==> src/hw/rtl/psdeh_pkg.sv <==
// ----------------------------------------------------------------------------
// psdeh_pkg
// Shared types and constants of the pulse shape / energy histogrammer.
// ----------------------------------------------------------------------------
package psdeh_pkg;

  // Scale applied to the pulse shape ratio before the integer quotient.
  localparam int PSD_SCALE = 100;
  // Energy channel width in charge units is four, taken as a right shift.
  localparam int CHAN_SHIFT = 2;
  // Width of the scaled numerator 100 * |long - short|, at most 6553500.
  localparam int PROD_W = 23;

  typedef enum logic {
    OP_EVENT = 1'b0,
    OP_READ  = 1'b1
  } op_t;

  typedef enum logic [2:0] {
    ST_CLEAR,
    ST_IDLE,
    ST_PREP,
    ST_CHECK,
    ST_DIV,
    ST_RD,
    ST_WR,
    ST_FIN
  } state_t;

  typedef struct packed {
    op_t                op;
    logic signed [15:0] energy;
    logic signed [15:0] short_energy;
    logic [6:0]         read_psd_bin;
    logic [11:0]        read_channel_bin;
  } in_t;

  typedef struct packed {
    logic        accepted;
    logic [6:0]  psd_bin;
    logic [12:0] channel_bin;
    logic        binned;
    logic [31:0] event_count;
    logic [31:0] bin_count;
  } out_t;

  // Status of the iterative divider as seen by the sequencer.
  typedef struct packed {
    logic busy;
    logic done;
  } div_stat_t;

endpackage

==> src/hw/rtl/psdeh_div.sv <==
// ----------------------------------------------------------------------------
// psdeh_div
// Restoring divider that produces one quotient bit per cycle.
// ----------------------------------------------------------------------------
module psdeh_div #(
  parameter int QW = 7,
  parameter int DW = 23
) (
  input  logic                  clk,
  input  logic                  rst_n,
  input  logic                  start,
  input  logic [DW-1:0]         dividend,
  input  logic [16:0]           divisor,
  output logic [QW-1:0]         quotient,
  output psdeh_pkg::div_stat_t  stat
);

  localparam int CW = (QW > 1) ? $clog2(QW) : 1;

  logic [DW-1:0] rem_r, rem_nxt;
  logic [DW-1:0] dsr_r, dsr_nxt;
  logic [QW-1:0] q_r, q_nxt;
  logic [CW-1:0] cnt_r, cnt_nxt;
  logic          busy_r, busy_nxt;
  logic          done_r, done_nxt;
  logic          ge;

  // The caller guarantees dividend < divisor * 2^QW, so QW steps suffice.
  always_comb begin
    rem_nxt  = rem_r;
    dsr_nxt  = dsr_r;
    q_nxt    = q_r;
    cnt_nxt  = cnt_r;
    busy_nxt = busy_r;
    done_nxt = 1'b0;
    ge       = (rem_r >= dsr_r);
    if (start) begin
      rem_nxt  = dividend;
      dsr_nxt  = DW'(divisor) << (QW - 1);
      q_nxt    = '0;
      cnt_nxt  = CW'(QW - 1);
      busy_nxt = 1'b1;
    end else if (busy_r) begin
      rem_nxt = ge ? (rem_r - dsr_r) : rem_r;
      q_nxt   = {q_r[QW-2:0], ge};
      dsr_nxt = dsr_r >> 1;
      if (cnt_r == '0) begin
        busy_nxt = 1'b0;
        done_nxt = 1'b1;
      end else begin
        cnt_nxt = cnt_r - 1'b1;
      end
    end
  end

  always_ff @(posedge clk) begin
    if (!rst_n) begin
      busy_r <= 1'b0;
      done_r <= 1'b0;
    end else begin
      busy_r <= busy_nxt;
      done_r <= done_nxt;
    end
  end

  always_ff @(posedge clk) begin
    rem_r <= rem_nxt;
    dsr_r <= dsr_nxt;
    q_r   <= q_nxt;
    cnt_r <= cnt_nxt;
  end

  assign quotient  = q_r;
  assign stat.busy = busy_r;
  assign stat.done = done_r;

endmodule

==> config.mk <==
export PLATFORM = sky130hd
export DESIGN_NAME = psdeh_div
export DESIGN_NICKNAME = d
export VERILOG_FILES = /design/src/hw/rtl/psdeh_pkg.sv /design/src/hw/rtl/psdeh_div.sv
export SDC_FILE = /design/constraint.sdc
export NUM_CORES = 1
export LEC_CHECK = 0
export BUFFER_PORTS_ARGS = -buffer_cell sky130_fd_sc_hd__buf_2
export CORE_MARGIN = 4
export CORE_UTILIZATION = 58
export DETAILED_ROUTE_END_ITERATION = 10
export PLACE_DENSITY_LB_ADDON = 0.05
export SLEW_MARGIN = 20
export SYNTH_ARGS = -nofsm -noshare
export SYNTH_HDL_FRONTEND = slang
export SYNTH_SLANG_ARGS = --single-unit
==> constraint.sdc <==
create_clock -name clk -period 4.61 [get_ports clk]
set_input_delay 0.6915 -clock clk [delete_from_list [all_inputs] [get_ports clk]]
set_output_delay 0.6915 -clock clk [all_outputs]
set_load 0.02 [all_outputs]
==> flow_summary_export.csv <==
group,metric,value,unit
grt,grt_first_pass_wirelength,13200,um
power_and_ir_drop,cellLeakagePower,1.75,nW
synth,synth_top_area_share,32.5,%
clocking,cts_inserted_buffers,9,
clocking,clk_latency,0.34,ns
routing,ant_nets,0,
synth,syn_area_per_cell,9.07,um2
grt,grt_max_degree,59,
worst_setup_path,worstSetupPathType,"reg2reg",
finish,design_area,4170,um2
hold_path,worstHoldStart,"cnt_r[1]",
synth,seq_area_frac_synth,42.3,%
routing,drtIter0Drc,158,
finish,antennaDiodeCount,0,
die,core,6060,um2
worst_setup_path,r2r_cells,9,
clocking,clock_sinks,58,
worst_setup_path,cp.required,4.64,ns
power_and_ir_drop,p_per_area,460,nW/um2
synth,async_flop_share,0,%
finish,drive_gt1_share,17.2,%
placement,gp_congestion,0.851,
routing,wl_per_cell,15.3,um
clocking,cts_tree,"yes",
routing,route.detailed.drc,0,
grt,grt_usage,22.0,%
die,start_util,60.9,%
timing,drv_slew,0,
status,outcome,"finished clean",
timing,worstMarginPinSlew,0.867,ns
synth,synthTopCellsByArea,"edfxtp_1, dfxtp_1, ha_1",
synth,ys_types,54,
grt,grt.busiest_layer,"met2",
clocking,htreeDepth,3,
synth,yosysTopAreaCell,"edfxtp_1",
hold_path,hold_path_end,"cnt_r[1]",
placement,port_buffers,51,
grt,grt_use_met2,34.8,%
finish,final_cell_mix,"nand2_1, buf_2, edfxtp_1, inv_1, nor2_1",
die,die-area,7700,um2
hold_path,hold_depth,2,
timing,relSlewSlack,42.1,%
clocking,ctsResizeCount,0,
die,num_rows,28,
worst_setup_path,regToRegEndpoint,"rem_r[14]",
timing,hold_viol,0,
synth,yosysWarnings,0,
grt,grt_use_met1,29.5,%
placement,place_area,3960,um2
routing,vias,3050,
clocking,postCtsSetupBuffers,0,
timing,setup_viol,0,
timing,clock_skew,0.0117,ns
synth,synth_area,3690,um2
grt,grt_antenna_before_repair,0,
clocking,path_clk_slew,0.07,ns
synth,synth_cells,407,
synth,ys_seq_elements,58,
die,io_pins,52,
worst_setup_path,critPathLaunchType,"flop",
worst_setup_path,cp.arrival,3.20,ns
routing,first_pass_iters,4,
clocking,cts_hold_buffers,0,
routing,wl,8060,um
hold_path,hp-class,"reg2reg",
synth,synth_edf_count,40,
finish,nNetsFinal,517,
clocking,cts_root_buffer,"clkbuf_8",
timing,timing.fmax,316,MHz
worst_setup_path,r2r_start,"dsr_r[4]",
synth,yosys_most_used_dff,"edfxtp_1",
timing,post-route-period-util,68.7,%
grt,grt_pass1_vias,2909,
timing,setup_tns,0,ns
grt,overflow,0,
worst_setup_path,cp-end-kind,"flop",
worst_setup_path,ff2ff_setup_slack,1.44,ns
worst_setup_path,path_max_fanout,12,
finish,area_delta_synth_final,12.9,%
routing,via_per_inst,5.78,
flow_run,maxCapViolCount,0,
die,die_h,87.8,um
timing,period_needed,3.17,ns
power_and_ir_drop,ir_drop,0.268,mV
die,die_x,87.8,um
grt,grtUsageMet3,4.33,%
finish,layout_commonest_cell,"nand2_1",
timing,rsz0062_at_grt,"false",
clocking,clock_path_buffers,2,
placement,hpwl,5920,um
synth,synth_fp_nets,476,
how the worst max path moves through the flow:
stage | start | endpoint
after floorplan | rem_r[4] | rem_r[0]
after global placement | dsr_r[4] | rem_r[9]
after detailed placement | dsr_r[4] | rem_r[7]
after CTS | dsr_r[4] | rem_r[14]
after global routing | dsr_r[4] | rem_r[10]
final | dsr_r[4] | rem_r[14]
kinds of logic after synthesis:
kind of cell / after synthesis / synth area share [%]
compound gates: 113 / 20.2
xor+xnor: 15 / 3.56
simple gates: 123 / 14.7
flops: 58 / 42.3
mux: 14 / 3.83
buf+inv: 58 / 6.37
fa+ha+maj: 26 / 9.02
synthesized netlist by cell type (all sizes together), types with 2 or more instances:
master   n
o31ai   12
inv     35
a21o     4
nand2b   3
nand3    3
buf      4
a21oi   25
mux2i   13
nor3     7
o21ai   31
nand2   55
dfxtp   18
a31oi    3
a22o     8
o21bai   2
o21a     5
a211oi   5
a21boi   4
and3     2
nor2    34
xnor2   12
clkbuf  19
o22ai    2
ha      25
o211ai   4
nand4   11
xor2     3
edfxtp  40
state kept, by name (all words and copies together), names as in the netlist:
name,count
dsr_r,23
rem_r,23
quotient,7
cnt_r,3
busy_r,1
done_r,1
per-stage QoR:
stage	instances	power [mW]	util (%)	setup slack [ns]	hold WS [ns]
6_report	528	1.92	68.8	1.44	0.490
4_1_cts	528	1.92	68.8	1.43	0.494
2_1_floorplan	407	1.26	-	0.911	0.455
3_3_place_gp	512	1.40	65.3	1.65	0.468
5_1_grt	528	2.04	68.8	1.20	0.549
3_5_place_dp	512	1.42	65.3	1.46	0.478
report_power, final:
| part | switching, mW | internal, mW |
|---|---|---|
| clock network | 0.204 | 0.295 |
| logic | 0.439 | 0.296 |
| registers | 0.0301 | 0.652 |
worst max-delay path: stages, from the launching register on:
cell and delay (ns):
dfxtp_1 0.35, inv_1 0.05, ha_1 0.38, nand2_1 0.11, a211oi_1 0.38, o21ai_0 0.24, a21boi_1 0.29, a211oi_1 0.16
o21ai_2 0.55, buf_4 0.34
routing by layer:
| layer | vias up | wire [um] |
|---|---|---|
| li1 | 1543 | - |
| met1 | 1416 | 3840 |
| met2 | 81 | 3710 |
| met3 | 10 | 399 |
| met4 | 0 | 114 |
| met5 | - | 0 |
area by class of cell:
class	count	area, um2
clock buffer	12	166
sequential	58	1560
fill	487	1890
clock inverter	4	47.5
inverter	35	131
multi-input combinational	291	1900
timing repair buffer	53	270
tap	75	93.8
(Power assumes the default switching activity.)
